<file path="src/rtl/assert_macros.svh">
// ----------------------------------------------------------------------------
// Assertion macros
// Shared concurrent assertion forms for the Sobel edge magnitude unit.
// ----------------------------------------------------------------------------
`ifndef ASSERT_MACROS_SVH
`define ASSERT_MACROS_SVH

// The consequent must hold in the same cycle as the antecedent.
`define SEM_ASSERT_NOW(lbl, clk, rst_n, ante, cons, msg) \
  lbl: assert property (@(posedge clk) disable iff (!rst_n) (ante) |-> (cons)) \
    else $error(msg);

// The consequent must hold in the cycle after the antecedent.
`define SEM_ASSERT_NEXT(lbl, clk, rst_n, ante, cons, msg) \
  lbl: assert property (@(posedge clk) disable iff (!rst_n) (ante) |=> (cons)) \
    else $error(msg);

`endif

</file>
<file path="src/rtl/sem_pkg.sv">
// ----------------------------------------------------------------------------
// sem_pkg
// Types and constants shared by the Sobel edge magnitude controller,
// datapath and top level.
// ----------------------------------------------------------------------------
`timescale 1ns / 1ps

package sem_pkg;

  localparam int MAX_WIDTH_DEF = 2048;
  localparam int MAX_HEIGHT    = 4096;

  localparam int PIX_W      = 8;
  localparam int CFG_WID_W  = 12;
  localparam int CFG_HGT_W  = 13;
  localparam int CFG_DATA_W = 13;
  localparam int CFG_IDX_W  = 1;
  localparam int ROW_W      = 13;
  localparam int OROW_W     = 12;
  localparam int CMP_W      = 14;
  localparam int ABS_W      = 10;
  localparam int PROD_W     = 20;
  localparam int SUM_W      = 21;
  localparam int ROOT_W     = 8;
  localparam int REM_W      = 10;
  localparam int STEP_W     = 3;

  localparam logic [CFG_WID_W-1:0] WIDTH_RESET  = 12'd640;
  localparam logic [CFG_HGT_W-1:0] HEIGHT_RESET = 13'd480;
  localparam logic [PIX_W-1:0]     SAT_MAG      = 8'd255;
  localparam logic [STEP_W-1:0]    ROOT_LAST    = 3'd7;

  // Configuration register indexes.
  localparam logic [CFG_IDX_W-1:0] REG_IMAGE_WIDTH  = 1'b0;
  localparam logic [CFG_IDX_W-1:0] REG_IMAGE_HEIGHT = 1'b1;

  // Input kinds carried on tuser.
  localparam logic CMD_PIXEL = 1'b0;
  localparam logic CMD_DRAIN = 1'b1;

  typedef struct packed {
    logic accept;       // capture the input word and read the line store
    logic window_step;  // shift the window, write the line store, move counters
    logic square_v;     // square the vertical gradient
    logic square_h;     // add the square of the horizontal gradient
    logic root_step;    // one digit of the square root
    logic load_out;     // move the result into the output register
  } sem_cmd_t;

  typedef struct packed {
    logic emit;         // the current item produces a result
    logic out_busy;     // output register holds a word that is not taken
  } sem_status_t;

endpackage

</file>
<file path="src/rtl/sem_ctrl.sv">
// ----------------------------------------------------------------------------
// sem_ctrl
// Sequencer for one input word: accept, window update and, if it yields a result,
// two multiply steps, eight square root steps and the output hand-off.
// ----------------------------------------------------------------------------
`timescale 1ns / 1ps
`include "assert_macros.svh"

module sem_ctrl
  import sem_pkg::*;
(
  input  logic        clk,
  input  logic        rst_n,
  input  logic        in_tvalid,
  output logic        in_tready,
  input  sem_status_t status,
  output sem_cmd_t    cmd
);

  typedef enum logic [5:0] {
    ST_IDLE = 6'b000001,
    ST_WIN  = 6'b000010,
    ST_SQV  = 6'b000100,
    ST_SQH  = 6'b001000,
    ST_ROOT = 6'b010000,
    ST_FIN  = 6'b100000
  } state_t;

  state_t              state_r, state_nxt;
  logic [STEP_W-1:0]   step_r, step_nxt;
  logic                accept;

  assign in_tready = (state_r == ST_IDLE);
  assign accept    = in_tvalid && in_tready;

  always_comb begin
    state_nxt = state_r;
    step_nxt  = step_r;
    cmd       = '0;
    case (state_r)
      ST_IDLE: begin
        if (accept) begin
          cmd.accept = 1'b1;
          state_nxt  = ST_WIN;
        end
      end
      ST_WIN: begin
        cmd.window_step = 1'b1;
        state_nxt = status.emit ? ST_SQV : ST_IDLE;
      end
      ST_SQV: begin
        cmd.square_v = 1'b1;
        state_nxt    = ST_SQH;
      end
      ST_SQH: begin
        cmd.square_h = 1'b1;
        step_nxt     = '0;
        state_nxt    = ST_ROOT;
      end
      ST_ROOT: begin
        cmd.root_step = 1'b1;
        step_nxt      = step_r + STEP_W'(1);
        if (step_r == ROOT_LAST) begin
          state_nxt = ST_FIN;
        end
      end
      ST_FIN: begin
        // Wait until the previous result has left the output register.
        if (!status.out_busy) begin
          cmd.load_out = 1'b1;
          state_nxt    = ST_IDLE;
        end
      end
      default: begin
        state_nxt = ST_IDLE;
      end
    endcase
  end

  always_ff @(posedge clk) begin
    if (!rst_n) begin
      state_r <= ST_IDLE;
      step_r  <= '0;
    end else begin
      state_r <= state_nxt;
      step_r  <= step_nxt;
    end
  end

  `SEM_ASSERT_NEXT(a_accept_to_win, clk, rst_n, accept, state_r == ST_WIN, "accept did not start the window step")
  `SEM_ASSERT_NEXT(a_root_done, clk, rst_n, (state_r == ST_ROOT) && (step_r == ROOT_LAST), state_r == ST_FIN, "root did not end after eight steps")
  `SEM_ASSERT_NEXT(a_silent_item, clk, rst_n, (state_r == ST_WIN) && !status.emit, state_r == ST_IDLE, "item without result did not return to idle")

endmodule

</file>
<file path="config.mk">
export PLATFORM = sky130hd
export DESIGN_NAME = sem_ctrl
export DESIGN_NICKNAME = d
export VERILOG_FILES = /design/src/rtl/sem_pkg.sv /design/src/rtl/sem_ctrl.sv
export VERILOG_INCLUDE_DIRS = /design/src /design/src/rtl
export SDC_FILE = /design/constraint.sdc
export NUM_CORES = 1
export LEC_CHECK = 0
export BUFFER_PORTS_ARGS = -buffer_cell sky130_fd_sc_hd__buf_2
export CAP_MARGIN = 0
export CORE_AREA = 3 3 40 42
export CTS_CLUSTER_DIAMETER = 40
export DETAILED_ROUTE_END_ITERATION = 12
export DIE_AREA = 0 0 43 45
export GPL_TIMING_DRIVEN = 0
export PLACE_DENSITY_LB_ADDON = 0.1
export SKIP_LAST_GASP = 1
export SLEW_MARGIN = 20
export SYNTH_ARGS = -nofsm -noshare
export SYNTH_HDL_FRONTEND = slang
export SYNTH_SLANG_ARGS = --single-unit
export TNS_END_PERCENT = 10
</file>
<file path="constraint.sdc">
create_clock -name clk -period 1.5 [get_ports clk]
set_input_delay 0.375 -clock clk [delete_from_list [all_inputs] [get_ports clk]]
set_output_delay 0.375 -clock clk [all_outputs]
set_load 0.02 [all_outputs]
</file>
==> metrics.md, run 1 <==
| Metric | Value |
|---|---|
| Status | `finished, violations left` |
| Failing checks | `setup timing` |
| Post-Place Worst Slack | `-0.268 ns` |
| Top sig layer | `met4` |
| Most numerous cell in the Yosys netlist | `dfxtp_1` |
| Setup-failing EPs final | `7` |
| Post-Route Utilization | `a little over half` |
| WP buf/inv | `1` |
| Ratio of final minimum period to clock period | `128%` |
| Initial Utilization | `between 40% and 50%` |
| Critical path fanouts, max | `5` |
| Cells after synthesis | `58` |
| Main combinational cell family by area after synthesis | `simple AND/OR/NAND/NOR gates` |
| Clock transition at path regs | `0.06 ns` |
| CTS Buffer Depth | `2` |
| Synth area leaders | `dfxtp_1, a32o_1, nor4b_2` |
| Count of cell types in the netlist | `28` |
| Most frequent cells after synthesis | `dfxtp_1, nand2_1, nor2_1` |
| Vias after detailed routing | `464` |
| H-tree Lvls | `1` |
| Vias in the first global route | `between 400 and 500` |
| Avg Inst Size Synth | `9.13 um2` |
| Worst Hold Class | `in2reg` |
| Largest net degree at the start of global routing | `11` |
| Maximum VDD drop | `0.631 mV` |
| Met3 WL | `57 um` |
| I/O pins | `12` |
| Clock skew | `slightly above 0.007 ns` |
| Max_cap viols | `0` |
| Min Tclk post-route | `1.92 ns` |
| Hold_buf cts | `0` |
| RSZ-0062 raised after global routing | `yes` |
| EDFF count, synth | `0` |
| Wirelength, routed | `1090 um` |
| Die Y | `45 um` |
| Routed len/inst | `~12 um` |
| Crit-path cells | `or3_4 -> nor4b_4 -> buf_4` |
| Crit path arrival time | `1.55 ns` |
| Gr ovfl total | `0` |
| Fraction of layout cells with a size suffix above 1 | `39.2%` |
| NumNets Final | `82` |
| Pwr dens | `790 mW/mm2` |
| Initial antenna violation count | `0` |
| Synth Area in Adders | `4.73%` |
| Via density per instance | `~5.2` |
| Fin. Hold Viols | `0` |
| Slowest stage delay, CP | `0.45 ns` |
| Clock Tree Root | `clkbuf_4` |
| Max-slew violations | `0` |
| First-pass GRT wire length | `1950 um` |
| Multiplexer share of the synthesized area | `under 10%` |
| WL met2 | `about 500 um` |
| Placed cell count | `84` |
| PortBufs | `11` |
| Sequential fraction of the synthesis area | `34.0%` |
| Critical Path RT | `1.12 ns` |
| Slew margin rel. | `73.4%` |
| Simple-gate share of the synthesized area | `around two fifths` |
| Post-synth ARST share | `0%` |
| DRC | `0` |
| Cell row count | `13` |
| #FFs+latches synth | `9` |
| Post-Layout Cell Count | `between 80 and 90` |
| Top cell type's share of synthesized area | `roughly 34%` |
| Synthesized area | `529 um2` |
| Crit path kind | `reg2out` |
| Cell taking the most area after synthesis | `dfxtp_1` |
| Drt first-iter violations | `3` |
| Num CTS Buffers | `3` |
| DIE AREA | `0.00194 mm2` |
| P&R area growth vs syn | `29.6%` |
| CTS tree | `built` |
| XOR/XNOR share of the synthesized area | `1.65%` |
| Synth Warn # | `0` |
| Core area | `0.00128 mm2` |
| Power, Total | `542 uW` |
| Clock Sink Count | `9` |
| First-pass DRT Iterations | `2` |
| RD Place Congestion | `0.677` |
| Delay-heaviest family, CP | `simple AND/OR/NAND/NOR gates` |
| Worst Tran Pin Value | `0.396 ns` |
| Leak | `around 0.27 nW` |
| Max stage delay cell, worst path | `or3_4` |
| CP endpoint kind | `output port` |
| Synth Net Count | `65` |
| Top FF cell, synth | `dfxtp_1` |
| Setup WS post-layout | `-0.422 ns` |
| Die X | `43 um` |
| Worst setup SP type | `register` |
| ANT nets after route | `0` |
| Met1 Wirelength | `518 um` |
| Final HPWL DP | `~810 um` |
| Antenna Cells | `0` |
| Complex-gate fraction of the synthesized area | `16.8%` |
| Clock latency on the worst-skew pair | `0.26 ns` |
| Global Route Usage Sum | `13.8%` |
| Peak Freq | `520 MHz` |
[sequential cells by signal, summed over array words and instances, names as in the netlist]
register	flops
state_r	6
step_r	3
[per-layer routing]
layer,vias up,GRT usage (%)
li1,247,-
met1,206,15.3
met2,9,22.5
met3,2,7.17
met4,0,5.42
met5,-,0
[stage by stage]
stage / area [um2] / setup TNS [ns] / hold WS [ns]
3_3_place_gp: 636 / -0.923 / 0.513
3_5_place_dp: 636 / -1.23 / 0.520
4_1_cts: 684 / -2.57 / 0.337
2_1_floorplan: 562 / -0.185 / 0.496
5_1_grt: 686 / -2.99 / 0.356
6_report: 686 / -2.35 / 0.348
[cells in the final DEF (no fill, tap or decap), types with 2 or more instances in the layout]
cell type,synthesis,final
a21oi_1,3,3
buf_4,0,2
nor4b_4,0,2
clkbuf_4,0,3
nand3_1,3,3
ha_1,2,2
dfxtp_2,0,5
a32o_1,3,3
clkbuf_1,1,2
dfxtp_1,9,3
nor3_1,2,2
buf_2,0,10
nor2_1,4,3
and2_1,3,2
nand2_1,5,5
o21ai_0,2,2
nor2b_1,2,2
and3_1,2,2
inv_1,2,2
[kinds of logic (layout without fill, tap and decap cells)]
family          Yosys count  in the layout
simple gates             31             31
compound gates           11             11
flops                     9              9
buf+inv                   3             19
fa+ha+maj                 2              2
xor+xnor                  1              1
mux                       1              1
[worst register-to-register path, stage by stage, from the launching register on]
cell,delay (ns)
dfxtp_2,0.36
or3_4,0.45
buf_4,0.17
o31ai_4,0.25
nor3_1,0.07
a21oi_1,0.13
[layout make-up]
| class | instances | area, um2 |
|---|---|---|
| Clock buffer | 4 | 26.3 |
| Timing Repair Buffer | 12 | 65.1 |
| Inverter | 2 | 7.51 |
| Sequential cell | 9 | 190 |
| Fill cell | 129 | 599 |
| Buffer | 1 | 3.75 |
| Tap cell | 15 | 18.8 |
| Multi-Input combinational cell | 46 | 374 |
[power breakdown]
| part | switching (mW) | internal (mW) | total, mW |
|---|---|---|---|
| Sequential | 0.0167 | 0.246 | 0.262 |
| Clock | 0.0860 | 0.103 | 0.189 |
| Combinational | 0.0465 | 0.0443 | 0.0908 |
| Total | 0.149 | 0.393 | 0.542 |
[final timing paths]
kind | depth (start not counted) | from | end | slack [ns]
worst max-delay path | 3 | state_r[5] | cmd[3] | -0.42
worst min-delay path | 2 | status[1] | state_r[2] | 0.35
worst max register to register | 5 | state_r[5] | state_r[0] | 0
worst min register to register | 1 | step_r[1] | step_r[1] | 0.53
[what timing repair did]
action | CTS | global route
setup endpoints to repair | 12 | 8
endpoints found under the hold margin | 0 | 0
setup buffers | 1 | 0
resized for setup | 5 | 1
pin swaps | 1 | 0
gates cloned | 0 | 0
Note: power is estimated with default switching activity, not from simulation.
==> inputs of run 2 (changes only) <==
Settings changed: BUFFER_PORTS_ARGS -buffer_cell sky130_fd_sc_hd__buf_2 to not set, DONT_BUFFER_PORTS set to 1.
==> metrics.md, run 2 (same netlist as run 1, synthesis figures left out) <==
| Metric | Value |
|---|---|
| Clock Sink Count | `9 (unchanged)` |
| CTS tree | `built` |
| Clock Tree Root | `clkbuf_4` |
| Maximum VDD drop | `0.530 mV (-16%)` |
| Drt first-iter violations | `5 (+2)` |
| Worst Hold Class | `in2reg` |
| Cell row count | `13 (unchanged)` |
| Global Route Usage Sum | `13.6% (-0.18 points)` |
| Clock transition at path regs | `0.06 ns (about the same)` |
| Finished layout cell area | `679 um2 (-0.91%)` |
| Failing checks | `setup timing` |
| Dpl cell area | `581 um2 (-8.7%)` |
| Hold_buf cts | `0 (unchanged)` |
| Clock power share | `35.1% (+0.3 points)` |
| Status | `finished, violations left` |
| Switch Pwr | `141 uW (-5.3%)` |
| Setup WS post-layout | `-0.370 ns (+0.0520 ns)` |
| Crit path arrival time | `1.49 ns (-0.06 ns)` |
| Pwr dens | `780 mW/mm2 (-1.3%)` |
| Vias after detailed routing | `477 (+2.8%)` |
| Post-Route Utilization | `52.9% (-0.49 points)` |
| Max_cap viols | `0 (unchanged)` |
| Slew margin rel. | `72.6% (-0.87 points)` |
| Initial Utilization | `41.2% (unchanged)` |
| P&R area growth vs syn | `28.4%` |
| Clock skew | `0.00587 ns (-0.00128 ns)` |
| I/O pins | `12 (unchanged)` |
| DIE AREA | `0.00194 mm2 (unchanged)` |
| RSZ-0062 raised after global routing | `yes` |
| Net Sw Frac | `26.6% (-0.89 points)` |
| CP endpoint kind | `output port` |
| Most common cell after layout, fill and taps aside | `buf_4` |
| Sequential group share of total power | `48.4% (about the same)` |
| Peak Freq | `535 MHz (+2.8%)` |
| Core area | `0.00128 mm2 (unchanged)` |
| Die X | `43 um (unchanged)` |
| RD Place Congestion | `0.681 (+0.62%)` |
| Fraction of layout cells with a size suffix above 1 | `34.8% (-4.4 points)` |
| Vias in the first global route | `481 (+3.9%)` |
| Worst Tran Pin Value | `0.410 ns (+0.0142 ns)` |
| Largest net degree at the start of global routing | `11 (unchanged)` |
| Combinational power share | `16.5% (-0.3 points)` |
| Via density per instance | `5.68 (+8.9%)` |
| First-pass DRT Iterations | `2 (unchanged)` |
| Final HPWL DP | `811 um (about the same)` |
| Antenna Cells | `0 (unchanged)` |
| First-pass GRT wire length | `1940 um (-0.72%)` |
| Setup-failing EPs final | `8 (+1)` |
| Critical Path RT | `1.12 ns (about the same)` |
| NumNets Final | `77 (-6.1%)` |
| Critical path fanouts, max | `7 (+2)` |
| Min Tclk post-route | `1.87 ns (-0.0520 ns)` |
| ANT nets after route | `0 (unchanged)` |
| Leak | `0.245 nW (-7.7%)` |
| Ratio of final minimum period to clock period | `125% (-3.5 points)` |
| Routed len/inst | `13.0 um (+6.1%)` |
| Fin. Hold Viols | `0 (unchanged)` |
| Power, Total | `530 uW (-2.2%)` |
| CTS Buffer Depth | `2 (unchanged)` |
| Biggest register | `state_r` |
| Clock latency on the worst-skew pair | `0.26 ns (about the same)` |
| Wirelength, routed | `1090 um (+0.18%)` |
| Most frequent cells in the layout | `buf_4, nand2_1, dfxtp_1` |
| Max-slew violations | `0 (unchanged)` |
| Initial antenna violation count | `0 (unchanged)` |
| Worst setup SP type | `register` |
| Internal power | `389 uW (-0.95%)` |
| Num CTS Buffers | `3 (unchanged)` |
| DRC | `0 (unchanged)` |
| H-tree Lvls | `1 (unchanged)` |
| Gr ovfl total | `0 (unchanged)` |
| Top flop regs | `state_r (6), step_r (3)` |
| Setup TNS | `-2.07 ns (+0.287 ns)` |
| Crit path kind | `reg2out` |
| PortBufs | `0 (-11)` |
| Largest register FFs | `6 (unchanged)` |
| Die Y | `45 um (unchanged)` |
## run 2: timing repair
action                     4_1_cts  5_1_grt
buffers inserted                 4        3
resized for setup                5        2
pin swaps                        3        4
setup endpoints to repair       14       13
## run 2: final timing paths
path              depth (start not counted)       start    endpoint  slack (ns)
setup / recovery                          3  state_r[2]      cmd[5]       -0.37
hold reg to reg                           1   step_r[1]   step_r[1]        0.53
setup reg to reg                          5  state_r[3]  state_r[0]       -0.01
hold / removal                            1       rst_n  state_r[3]        0.24
## run 2: through the flow
stage / hold WS [ns] / std cells / setup WS [ns]
5_1_grt: 0.237 / 84 / -0.428
4_1_cts: 0.233 / 81 / -0.412
2_1_floorplan: 0.496 / 58 / -0.0717
3_5_place_dp: 0.503 / 73 / -0.209
6_report: 0.242 / 84 / -0.370
3_3_place_gp: 0.501 / 73 / -0.195
## run 2: worst max-delay path, stage by stage, from the launching register on
cell and delay, ns:
dfxtp_2 0.38, or3b_4 0.44, nor2_4 0.20, and2_4 0.21
## run 2: layer usage
layer,up-vias,track usage (%),wire length [um]
met1,228,15.0,493
met5,-,0,0
met2,9,22.8,525
met4,0,3.61,0
li1,240,-,-
met3,0,7.57,72
## run 2: area by class of cell
type / count / area, um2
Buffer: 1 / 3.75
Clock buffer: 4 / 26.3
Fill cell: 121 / 606
Inverter: 2 / 7.51
Multi-Input combinational cell: 46 / 377
Sequential cell: 9 / 194
Tap cell: 15 / 18.8
Timing Repair Buffer: 7 / 52.6
## run 2: power by group through the flow
| stage | logic, mW | registers, mW | clock network (mW) |
|---|---|---|---|
| global route | 0.0942 | 0.258 | 0.212 |
| global placement | 0.0722 | 0.266 | 0 |
| detailed placement | 0.0724 | 0.266 | 0 |
| CTS | 0.0747 | 0.259 | 0.192 |
| floorplan | 0.0652 | 0.262 | 0 |
| finish | 0.0873 | 0.257 | 0.186 |
